===== src/rtl/serial_motor_command_decoder_top_assert.svh =====
// Assertion macros for the serial motor command decoder.
// Used by serial_motor_command_decoder_top; expects clk and arst_n in scope.
`ifndef SERIAL_MOTOR_COMMAND_DECODER_TOP_ASSERT_SVH
`define SERIAL_MOTOR_COMMAND_DECODER_TOP_ASSERT_SVH

// Same-cycle implication, checked out of reset.
`define SMCD_ASSERT_NOW(label, ante, cons, msg) \
	label: assert property (@(posedge clk) disable iff (!arst_n) (ante) |-> (cons)) \
		else $error(msg);

// Next-cycle implication, checked out of reset.
`define SMCD_ASSERT_NEXT(label, ante, cons, msg) \
	label: assert property (@(posedge clk) disable iff (!arst_n) (ante) |=> (cons)) \
		else $error(msg);

`endif


===== src/rtl/smcd_pkg.sv =====
// Shared types and constants for the serial motor command decoder.
// No dependencies.
package smcd_pkg;

	// Parser modes
	localparam logic [2:0] MODE_IDLE     = 3'd0;
	localparam logic [2:0] MODE_V_HUND   = 3'd1;
	localparam logic [2:0] MODE_V_TENS   = 3'd2;
	localparam logic [2:0] MODE_V_UNITS  = 3'd3;
	localparam logic [2:0] MODE_RAW      = 3'd4;
	localparam logic [2:0] MODE_B_FIRST  = 3'd5;
	localparam logic [2:0] MODE_B_SECOND = 3'd6;

	// Configuration register indexes
	localparam logic [2:0] REG_PRESET_ONE   = 3'd0;
	localparam logic [2:0] REG_PRESET_TWO   = 3'd1;
	localparam logic [2:0] REG_PRESET_THREE = 3'd2;
	localparam logic [2:0] REG_PRESET_FOUR  = 3'd3;
	localparam logic [2:0] REG_PRESET_FIVE  = 3'd4;
	localparam logic [2:0] REG_SPEED_STEP   = 3'd5;
	localparam logic [2:0] REG_DEC_FLOOR    = 3'd6;
	localparam logic [2:0] REG_INC_CEILING  = 3'd7;

	// Configuration reset values
	localparam logic [7:0] RST_PRESET_ONE   = 8'd170;
	localparam logic [7:0] RST_PRESET_TWO   = 8'd180;
	localparam logic [7:0] RST_PRESET_THREE = 8'd210;
	localparam logic [7:0] RST_PRESET_FOUR  = 8'd230;
	localparam logic [7:0] RST_PRESET_FIVE  = 8'hFF;
	localparam logic [7:0] RST_SPEED_STEP   = 8'd5;
	localparam logic [7:0] RST_DEC_FLOOR    = 8'd160;
	localparam logic [7:0] RST_INC_CEILING  = 8'd250;

	// Command and reply characters
	localparam logic [7:0] CH_0     = 8'h30;
	localparam logic [7:0] CH_1     = 8'h31;
	localparam logic [7:0] CH_2     = 8'h32;
	localparam logic [7:0] CH_3     = 8'h33;
	localparam logic [7:0] CH_4     = 8'h34;
	localparam logic [7:0] CH_5     = 8'h35;
	localparam logic [7:0] CH_MINUS = 8'h2D;
	localparam logic [7:0] CH_PLUS  = 8'h2B;
	localparam logic [7:0] CH_Q     = 8'h71;
	localparam logic [7:0] CH_A     = 8'h61;
	localparam logic [7:0] CH_O     = 8'h6F;
	localparam logic [7:0] CH_P     = 8'h70;
	localparam logic [7:0] CH_V_LC  = 8'h76;
	localparam logic [7:0] CH_V_UC  = 8'h56;
	localparam logic [7:0] CH_B     = 8'h62;
	localparam logic [7:0] CH_I_LC  = 8'h69;
	localparam logic [7:0] CH_DOT   = 8'h2E;
	localparam logic [7:0] CH_I_UC  = 8'h49;

	localparam logic [7:0] MUL_HUND = 8'd100;
	localparam logic [7:0] MUL_TENS = 8'd10;

	localparam int RESULT_W = 32;

	// Result item, packed lowest field in bit 0
	typedef struct packed {
		logic [2:0] pad;
		logic       awaiting_operand;
		logic       status_led;
		logic       direction_high;
		logic       direction_low;
		logic [7:0] duty_second;
		logic [7:0] duty_first;
		logic [7:0] reply_byte;
		logic       reply_valid;
	} result_t;

endpackage


===== src/rtl/serial_motor_command_decoder_top.sv =====
// Serial motor command decoder: top level.
// Depends on smcd_pkg and serial_motor_command_decoder_top_assert.svh.
//
// Usage:
//   s_tvalid/s_tready/s_tdata carry one received byte per transaction.
//   m_tvalid/m_tready/m_tdata carry one result per input byte: reply flag and
//   character, both duty values, direction bits, LED bit and the flag that a
//   multi-byte command still expects operand bytes.
//   cfg_we/cfg_index/cfg_data write the presets, step, floor and ceiling;
//   write only while no byte is in flight.
// Timing:
//   A byte is held in an input register, decoded against the current command
//   state and written to the result register, where m_tvalid rises. One byte is
//   accepted every cycle while the receiver takes results; the rate is set by
//   the single decode stage between the two registers.
// Reset clears the parser to idle, speed, duties, direction and LED to zero,
// and loads the configuration defaults. When the receiver stalls, the result
// register holds, the input register fills, and s_tready drops after that.
module serial_motor_command_decoder_top
	import smcd_pkg::*;
(
	input  logic                clk,
	input  logic                arst_n,
	input  logic                s_tvalid,
	output logic                s_tready,
	input  logic [7:0]          s_tdata,   // [7:0] rx_byte
	output logic                m_tvalid,
	input  logic                m_tready,
	// [0] reply_valid, [8:1] reply_byte, [16:9] duty_first, [24:17] duty_second,
	// [25] direction_low, [26] direction_high, [27] status_led,
	// [28] awaiting_operand, [31:29] zero
	output logic [RESULT_W-1:0] m_tdata,
	input  logic                cfg_we,
	input  logic [2:0]          cfg_index,
	input  logic [7:0]          cfg_data
);

	`include "serial_motor_command_decoder_top_assert.svh"

	// Configuration registers
	logic [7:0] preset_one_q, preset_two_q, preset_three_q, preset_four_q, preset_five_q;
	logic [7:0] speed_step_q, dec_floor_q, inc_ceiling_q;

	// Command state
	logic [2:0] mode_q, mode_d;
	logic [7:0] hund_q, hund_d, tens_q, tens_d;
	logic [7:0] speed_q, speed_d, duty1_q, duty1_d, duty2_q, duty2_d;
	logic       dir_lo_q, dir_lo_d, dir_hi_q, dir_hi_d, led_q, led_d;

	// Pipeline
	logic       valid_s1;
	logic [7:0] byte_s1;
	logic       res_valid_s2;
	result_t    res_s2;
	logic       adv;

	logic       reply_on, set_speed;
	logic [7:0] reply_chr, digit_val, dig_h, dig_t, dig_u;
	result_t    res_d;

	assign adv      = valid_s1 && (!res_valid_s2 || m_tready);
	assign s_tready = !valid_s1 || adv;
	assign m_tvalid = res_valid_s2;
	assign m_tdata  = res_s2;

	always_ff @(posedge clk or negedge arst_n) begin
		if (!arst_n) begin
			preset_one_q   <= RST_PRESET_ONE;
			preset_two_q   <= RST_PRESET_TWO;
			preset_three_q <= RST_PRESET_THREE;
			preset_four_q  <= RST_PRESET_FOUR;
			preset_five_q  <= RST_PRESET_FIVE;
			speed_step_q   <= RST_SPEED_STEP;
			dec_floor_q    <= RST_DEC_FLOOR;
			inc_ceiling_q  <= RST_INC_CEILING;
		end else if (cfg_we) begin
			unique case (cfg_index)
				REG_PRESET_ONE:   preset_one_q   <= cfg_data;
				REG_PRESET_TWO:   preset_two_q   <= cfg_data;
				REG_PRESET_THREE: preset_three_q <= cfg_data;
				REG_PRESET_FOUR:  preset_four_q  <= cfg_data;
				REG_PRESET_FIVE:  preset_five_q  <= cfg_data;
				REG_SPEED_STEP:   speed_step_q   <= cfg_data;
				REG_DEC_FLOOR:    dec_floor_q    <= cfg_data;
				REG_INC_CEILING:  inc_ceiling_q  <= cfg_data;
			endcase
		end
	end

	// Three-digit speed, modulo 256
	assign dig_h     = hund_q - CH_0;
	assign dig_t     = tens_q - CH_0;
	assign dig_u     = byte_s1 - CH_0;
	assign digit_val = 8'(dig_h * MUL_HUND) + 8'(dig_t * MUL_TENS) + dig_u;

	always_comb begin
		mode_d    = mode_q;
		hund_d    = hund_q;
		tens_d    = tens_q;
		speed_d   = speed_q;
		duty1_d   = duty1_q;
		duty2_d   = duty2_q;
		dir_lo_d  = dir_lo_q;
		dir_hi_d  = dir_hi_q;
		reply_on  = 1'b0;
		reply_chr = '0;
		set_speed = 1'b0;
		unique case (mode_q)
			MODE_V_HUND: begin
				hund_d = byte_s1;
				mode_d = MODE_V_TENS;
			end
			MODE_V_TENS: begin
				tens_d = byte_s1;
				mode_d = MODE_V_UNITS;
			end
			MODE_V_UNITS: begin
				speed_d   = digit_val;
				set_speed = 1'b1;
				reply_on  = 1'b1;
				reply_chr = CH_DOT;
				mode_d    = MODE_IDLE;
			end
			MODE_RAW: begin
				speed_d   = byte_s1;
				set_speed = 1'b1;
				reply_on  = 1'b1;
				reply_chr = CH_DOT;
				mode_d    = MODE_IDLE;
			end
			MODE_B_FIRST: begin
				duty1_d = byte_s1;
				mode_d  = MODE_B_SECOND;
			end
			MODE_B_SECOND: begin
				duty2_d   = byte_s1;
				reply_on  = 1'b1;
				reply_chr = CH_DOT;
				mode_d    = MODE_IDLE;
			end
			default: begin
				// idle, and the unused mode code
				mode_d = MODE_IDLE;
				unique case (byte_s1)
					CH_0: begin speed_d = '0;             set_speed = 1'b1; end
					CH_1: begin speed_d = preset_one_q;   set_speed = 1'b1; end
					CH_2: begin speed_d = preset_two_q;   set_speed = 1'b1; end
					CH_3: begin speed_d = preset_three_q; set_speed = 1'b1; end
					CH_4: begin speed_d = preset_four_q;  set_speed = 1'b1; end
					CH_5: begin speed_d = preset_five_q;  set_speed = 1'b1; end
					CH_MINUS: begin
						if (speed_q >= dec_floor_q) speed_d = speed_q - speed_step_q;
						set_speed = 1'b1;
					end
					CH_PLUS: begin
						if (speed_q <= inc_ceiling_q) speed_d = speed_q + speed_step_q;
						set_speed = 1'b1;
					end
					CH_Q: begin dir_lo_d = 1'b0; dir_hi_d = 1'b1; end
					CH_A: begin dir_lo_d = 1'b1; dir_hi_d = 1'b0; end
					CH_O: begin dir_lo_d = 1'b1; dir_hi_d = 1'b1; end
					CH_P: begin dir_lo_d = 1'b0; dir_hi_d = 1'b0; end
					CH_V_LC: mode_d = MODE_V_HUND;
					CH_V_UC: mode_d = MODE_RAW;
					CH_B:    mode_d = MODE_B_FIRST;
					CH_I_LC: begin reply_on = 1'b1; reply_chr = CH_I_UC; end
					default: begin speed_d = '0; set_speed = 1'b1; end
				endcase
			end
		endcase
		led_d = led_q;
		if (set_speed) begin
			duty1_d = speed_d;
			duty2_d = speed_d;
			led_d   = ~led_q;
		end
	end

	always_comb begin
		res_d                  = '0;
		res_d.reply_valid      = reply_on;
		res_d.reply_byte       = reply_chr;
		res_d.duty_first       = duty1_d;
		res_d.duty_second      = duty2_d;
		res_d.direction_low    = dir_lo_d;
		res_d.direction_high   = dir_hi_d;
		res_d.status_led       = led_d;
		res_d.awaiting_operand = (mode_d != MODE_IDLE);
	end

	always_ff @(posedge clk or negedge arst_n) begin
		if (!arst_n) begin
			mode_q       <= MODE_IDLE;
			speed_q      <= '0;
			duty1_q      <= '0;
			duty2_q      <= '0;
			dir_lo_q     <= 1'b0;
			dir_hi_q     <= 1'b0;
			led_q        <= 1'b0;
			valid_s1     <= 1'b0;
			res_valid_s2 <= 1'b0;
		end else begin
			if (s_tready) valid_s1 <= s_tvalid;
			if (adv) begin
				mode_q       <= mode_d;
				speed_q      <= speed_d;
				duty1_q      <= duty1_d;
				duty2_q      <= duty2_d;
				dir_lo_q     <= dir_lo_d;
				dir_hi_q     <= dir_hi_d;
				led_q        <= led_d;
				res_valid_s2 <= 1'b1;
			end else if (m_tready) begin
				res_valid_s2 <= 1'b0;
			end
		end
	end

	// Payload registers: no reset
	always_ff @(posedge clk) begin
		if (s_tready && s_tvalid) byte_s1 <= s_tdata;
		if (adv) begin
			hund_q <= hund_d;
			tens_q <= tens_d;
			res_s2 <= res_d;
		end
	end

	`SMCD_ASSERT_NOW(a_reply_char, m_tvalid && m_tdata[0],
		(m_tdata[8:1] == CH_DOT) || (m_tdata[8:1] == CH_I_UC),
		"reply flagged with an unexpected character")
	`SMCD_ASSERT_NEXT(a_units_to_idle, adv && (mode_q == MODE_V_UNITS),
		mode_q == MODE_IDLE, "parser did not return to idle after last digit")
	`SMCD_ASSERT_NEXT(a_awaiting_flag, adv,
		m_tdata[28] == (mode_q != MODE_IDLE), "awaiting flag disagrees with parser mode")
	`SMCD_ASSERT_NEXT(a_led_toggle, adv && set_speed,
		led_q != $past(led_q), "LED did not toggle on speed command")

endmodule


===== config.mk =====
export PLATFORM = sky130hd
export DESIGN_NAME = serial_motor_command_decoder_top
export DESIGN_NICKNAME = d
export VERILOG_FILES = /design/src/rtl/smcd_pkg.sv /design/src/rtl/serial_motor_command_decoder_top.sv
export VERILOG_INCLUDE_DIRS = /design/src /design/src/rtl
export SDC_FILE = /design/constraint.sdc
export NUM_CORES = 1
export LEC_CHECK = 0
export ABC_AREA = 1
export BUFFER_PORTS_ARGS = -buffer_cell sky130_fd_sc_hd__buf_2
export CORE_MARGIN = 1.5
export CORE_UTILIZATION = 55
export DETAILED_ROUTE_END_ITERATION = 7
export PLACE_DENSITY = 0.85
export RECOVER_POWER = 25
export SKIP_CTS_REPAIR_TIMING = 1
export SYNTH_ARGS = -nofsm -noshare
export SYNTH_HDL_FRONTEND = slang
export SYNTH_SLANG_ARGS = --single-unit

===== constraint.sdc =====
create_clock -name clk -period 3.2 [get_ports clk]
set_input_delay 0.96 -clock clk [delete_from_list [all_inputs] [get_ports clk]]
set_output_delay 0.96 -clock clk [all_outputs]
set_load 0.05 [all_outputs]

==> tab_implementation.tex <==
\begin{tabular}{lr}
\hline
Metric & Value \\
\hline
\multicolumn{2}{l}{\textbf{Outcome}} \\
Run status & finished, violations left \\
Violated checks & setup timing \\
\multicolumn{2}{l}{\textbf{Layout}} \\
Nets & 1,225 \\
Area delta synth->final & 14.69\% \\
Area of combinational cells with multiple inputs & 0.004185 mm\^{}2 \\
Largest register FFs & 23 \\
Design area & 0.009768 mm\^{}2 \\
Filler Cells Inserted & 1,200 \\
Storage element area & 0.003767 mm\^{}2 \\
Share of post-route cells with drive strength above 1 & 18.47\% \\
Antenna Cells & 0 \\
\multicolumn{2}{l}{\textbf{Floorplan}} \\
Row Count & 45 \\
Area of the core region & 0.01515 mm\^{}2 \\
Area enclosed by the die boundary & 0.01624 mm\^{}2 \\
Die width & 127.4 um \\
Starting density of the core & 56.23\% \\
Boundary pin count & 58 \\
Die boundary height & 127.4 um \\
\multicolumn{2}{l}{\textbf{Power and ir drop}} \\
Sw frac & 41.82\% \\
Sequential group share of total power & 31.7\% \\
Pleak & 4.933 nW \\
Overall power & 8.635 mW \\
Total power divided by cell area & 884.0 mW/mm\^{}2 \\
Net load switching power & 3.611 mW \\
Internal cell power & 5.023 mW \\
Logic pwr share & 43.8\% \\
Max rail drop VDD & 0.5069 mV \\
Part of the power in the clock network & 24.5\% \\
\multicolumn{2}{l}{\textbf{STA}} \\
Time the worst path needs with I/O delays and setup & 3.735 ns \\
Achievable Freq & 267.7 MHz \\
Setup ws final & -0.5349 ns \\
Share of the clock period used by the worst path & 116.7\% \\
Number of endpoints failing setup at the final stage & 15 \\
Worst rel slew slack & 10.78\% \\
RSZ-0062 raised after global routing & yes \\
Final Hold Vio Count & 0 \\
Final worst clock skew & 0.01329 ns \\
Worst-margin pin slew & 1.338 ns \\
Final hold slack & 0.4865 ns \\
Final-report max-slew violation count & 0 \\
Aggregate negative setup slack & -6.018 ns \\
\multicolumn{2}{l}{\textbf{Clock tree}} \\
Root Driver & clkbuf\_16 \\
CTS H-tree lvls & 4 \\
Sink Count & 140 \\
Clock slew at reported path FFs & 0.06 ns \\
Maximum buffer depth of the clock tree & 2 \\
Number of clock buffers inserted by TritonCTS & 17 \\
CTS tree & done \\
Clock latency on the worst-skew pair & 0.43 ns \\
\multicolumn{2}{l}{\textbf{Placement}} \\
HPWL after detailed placement & 15,770 um \\
Placer's final routability congestion estimate & 0.9570 \\
Placed cell area & 0.009120 mm\^{}2 \\
Quantity of I/O buffers inserted on ports & 52 \\
\multicolumn{2}{l}{\textbf{Logic synthesis}} \\
Yosys warning count & 0 \\
Multiplexer fraction of the synthesized cell area & 0\% \\
Synthesis-stage register bit count & 140 \\
Fraction of synthesized cell area in xor and xnor cells & 1.234\% \\
Async set-or-reset flop fraction in the synthesized netlist & 68.57\% \\
Synth Area in Simple Gates & 28.81\% \\
Syn Area/Cell & 7.982 um\^{}2 \\
Synth Area in Adders & 9.755\% \\
Synthesized-area fraction occupied by ao, oa, aoi and oai cells & 8.197\% \\
Gate count after technology mapping & 1,067 \\
Proportion of synthesized chip area in sequential cells & 44.23\% \\
Mapped Area & 0.008517 mm\^{}2 \\
EDFF count, synth & 44 \\
Dominant register cell in the synthesized netlist & dfrtp\_1 \\
Dominant combinational cell family by area after synthesis & simple AND/OR/NAND/NOR gates \\
Count of different cell masters after synthesis & 41 \\
\multicolumn{2}{l}{\textbf{Route}} \\
Overall routed net length & 22,350 um \\
Vias & 7,675 \\
Residual antenna-violating net count after detailed routing & 0 \\
Mean number of vias per cell & 5.723 \\
Average detailed-routed wire length per instance & 16.67 um \\
First-pass iteration count of the detailed router & 5 \\
Number of DRC violations after detailed-routing iteration 0 & 672 \\
DRC & 0 \\
\multicolumn{2}{l}{\textbf{GRT}} \\
Total GRT Usage & 28.63\% \\
Number of antenna violations at the first check in global routing & 0 \\
Residual overflow from global routing & 0 \\
Global-route wire length before repair & 35,940 um \\
Via count of the first global-routing pass & 7,554 \\
Pin count of the biggest net entering global routing & 52 \\
\multicolumn{2}{l}{\textbf{Critical path}} \\
Data arrival time of the critical path & 3.91 ns \\
CP startpoint kind & register \\
Path type of the worst setup path & reg2reg \\
Endpoint required time on the critical path & 3.37 ns \\
Worst-path maximum fanout & 3 \\
Type of element capturing the critical path & register \\
\multicolumn{2}{l}{\textbf{Job}} \\
Max capacitance violation total & 0 \\
\multicolumn{2}{l}{\textbf{Min path}} \\
Min-Delay Path Class & reg2reg \\
\hline
\end{tabular}
cell usage after synthesis, types with 9 or more instances:
| cell type | count | area share [%] |
|---|---|---|
| a21oi_1 | 20 | 1.2 |
| buf_4 | 10 | 0.88 |
| clkbuf_1 | 14 | 0.62 |
| dfrtp_1 | 61 | 18 |
| dfstp_2 | 35 | 11 |
| edfxtp_1 | 44 | 16 |
| fa_1 | 9 | 2.1 |
| ha_1 | 52 | 7.6 |
| inv_1 | 110 | 4.8 |
| inv_2 | 18 | 0.79 |
| nand2_1 | 356 | 16 |
| nand2_2 | 25 | 1.8 |
| nand3_1 | 84 | 4.9 |
| nand4_1 | 24 | 1.8 |
| nor2_1 | 47 | 2.1 |
| o21ai_0 | 92 | 5.4 |
through the flow:
stage	utilization, %	worst slack (ns)	std cells
finish	64.49	-0.5349	1341
global route	64.49	-0.6542	1341
CTS	64.35	-0.3837	1339
detailed placement	60.21	-0.3541	1307
global placement	60.21	-0.2705	1307
floorplan	-	-0.1164	1071
cell usage in the layout (no fill, tap or decap), types with 5 or more instances in the layout:
cell type / Yosys / layout
inv_1: 110 / 108
nand2_1: 356 / 354
nor2_4: 5 / 5
nand3_1: 84 / 81
buf_4: 10 / 21
fa_1: 9 / 8
nor2_1: 47 / 47
o22ai_1: 6 / 6
clkbuf_16: 0 / 17
o21ai_0: 92 / 90
nand4_1: 24 / 24
nand2_2: 25 / 27
xor2_1: 7 / 7
ha_1: 52 / 48
edfxtp_1: 44 / 44
xnor2_1: 5 / 5
dfrtp_1: 61 / 61
o21ai_1: 8 / 10
conb_1: 1 / 5
inv_2: 18 / 20
clkbuf_1: 14 / 10
a21oi_1: 20 / 20
buf_2: 5 / 51
dfstp_2: 35 / 35
metal layers:
| metal | GRT usage, % | vias up | wire, um |
|---|---|---|---|
| met5 | 0 | - | 0 |
| met4 | 13.10 | 0 | 832 |
| met3 | 6.072 | 84 | 1664 |
| met2 | 49.03 | 375 | 10970 |
| met1 | 34.75 | 3608 | 8883 |
| li1 | - | 3608 | - |
power by group through the flow:
| stage | Sequential (mW) | Combinational, mW | Clock (mW) |
|---|---|---|---|
| after global routing | 2.78 | 4.16 | 2.19 |
| after global placement | 2.72 | 3.34 | 0 |
| after floorplan | 2.95 | 2.37 | 0 |
| final | 2.74 | 3.78 | 2.11 |
| after detailed placement | 2.74 | 3.51 | 0 |
| after CTS | 2.73 | 3.55 | 2.13 |
critical path, stage by stage, from the launching register on:
cell      delay [ns]
edfxtp_1        0.39
ha_1            0.34
ha_4            0.18
fa_1            0.50
fa_2            0.39
fa_1            0.58
ha_4            0.22
inv_2           0.05
buf_4           0.09
buf_4           0.09
nand4_1         0.11
a21oi_1         0.19
nand2_1         0.13
nand2_1         0.13
nand2_2         0.08
cell type report:
cell class / instances / area share, %
Multi-Input combinational cell: 770 / 42.85
Sequential cell: 140 / 38.57
Clock buffer: 22 / 4.752
Tap cell: 188 / 2.408
Timing Repair Buffer: 81 / 4.752
Clock inverter: 10 / 1.652
Inverter: 130 / 5.021
logic make-up (layout without fill, tap and decap cells):
| group | count (synthesis) | in the layout |
|---|---|---|
| AND/OR/NAND/NOR | 558 | 558 |
| other | 1 | 5 |
| AO/OA/AOI/OAI | 134 | 134 |
| XOR/XNOR | 12 | 12 |
| buffers and inverters | 161 | 243 |
| flip-flops | 140 | 140 |
| adder cells (fa/ha/maj) | 61 | 61 |
path summary, 6_finish.rpt:
check                                            startpoint                          end  slack [ns]  depth (start not counted)
worst max register to register          tens_q[3]$_DFFE_PP_        m_tdata[23]$_DFFE_PP_       -0.53                         14
worst max-delay path                    tens_q[3]$_DFFE_PP_        m_tdata[23]$_DFFE_PP_       -0.53                         14
min in group asynchronous                            arst_n   dec_floor_q[6]$_DFFE_PN0P_        0.71                          1
max in group asynchronous                            arst_n       duty2_q[4]$_DFFE_PN0P_        0.59                          2
worst min-delay path            preset_one_q[4]$_DFFE_PN0P_  preset_one_q[4]$_DFFE_PN0P_        0.49                          2
worst min register to register  preset_one_q[4]$_DFFE_PN0P_  preset_one_q[4]$_DFFE_PN0P_        0.49                          2
(Power assumes the default switching activity.)
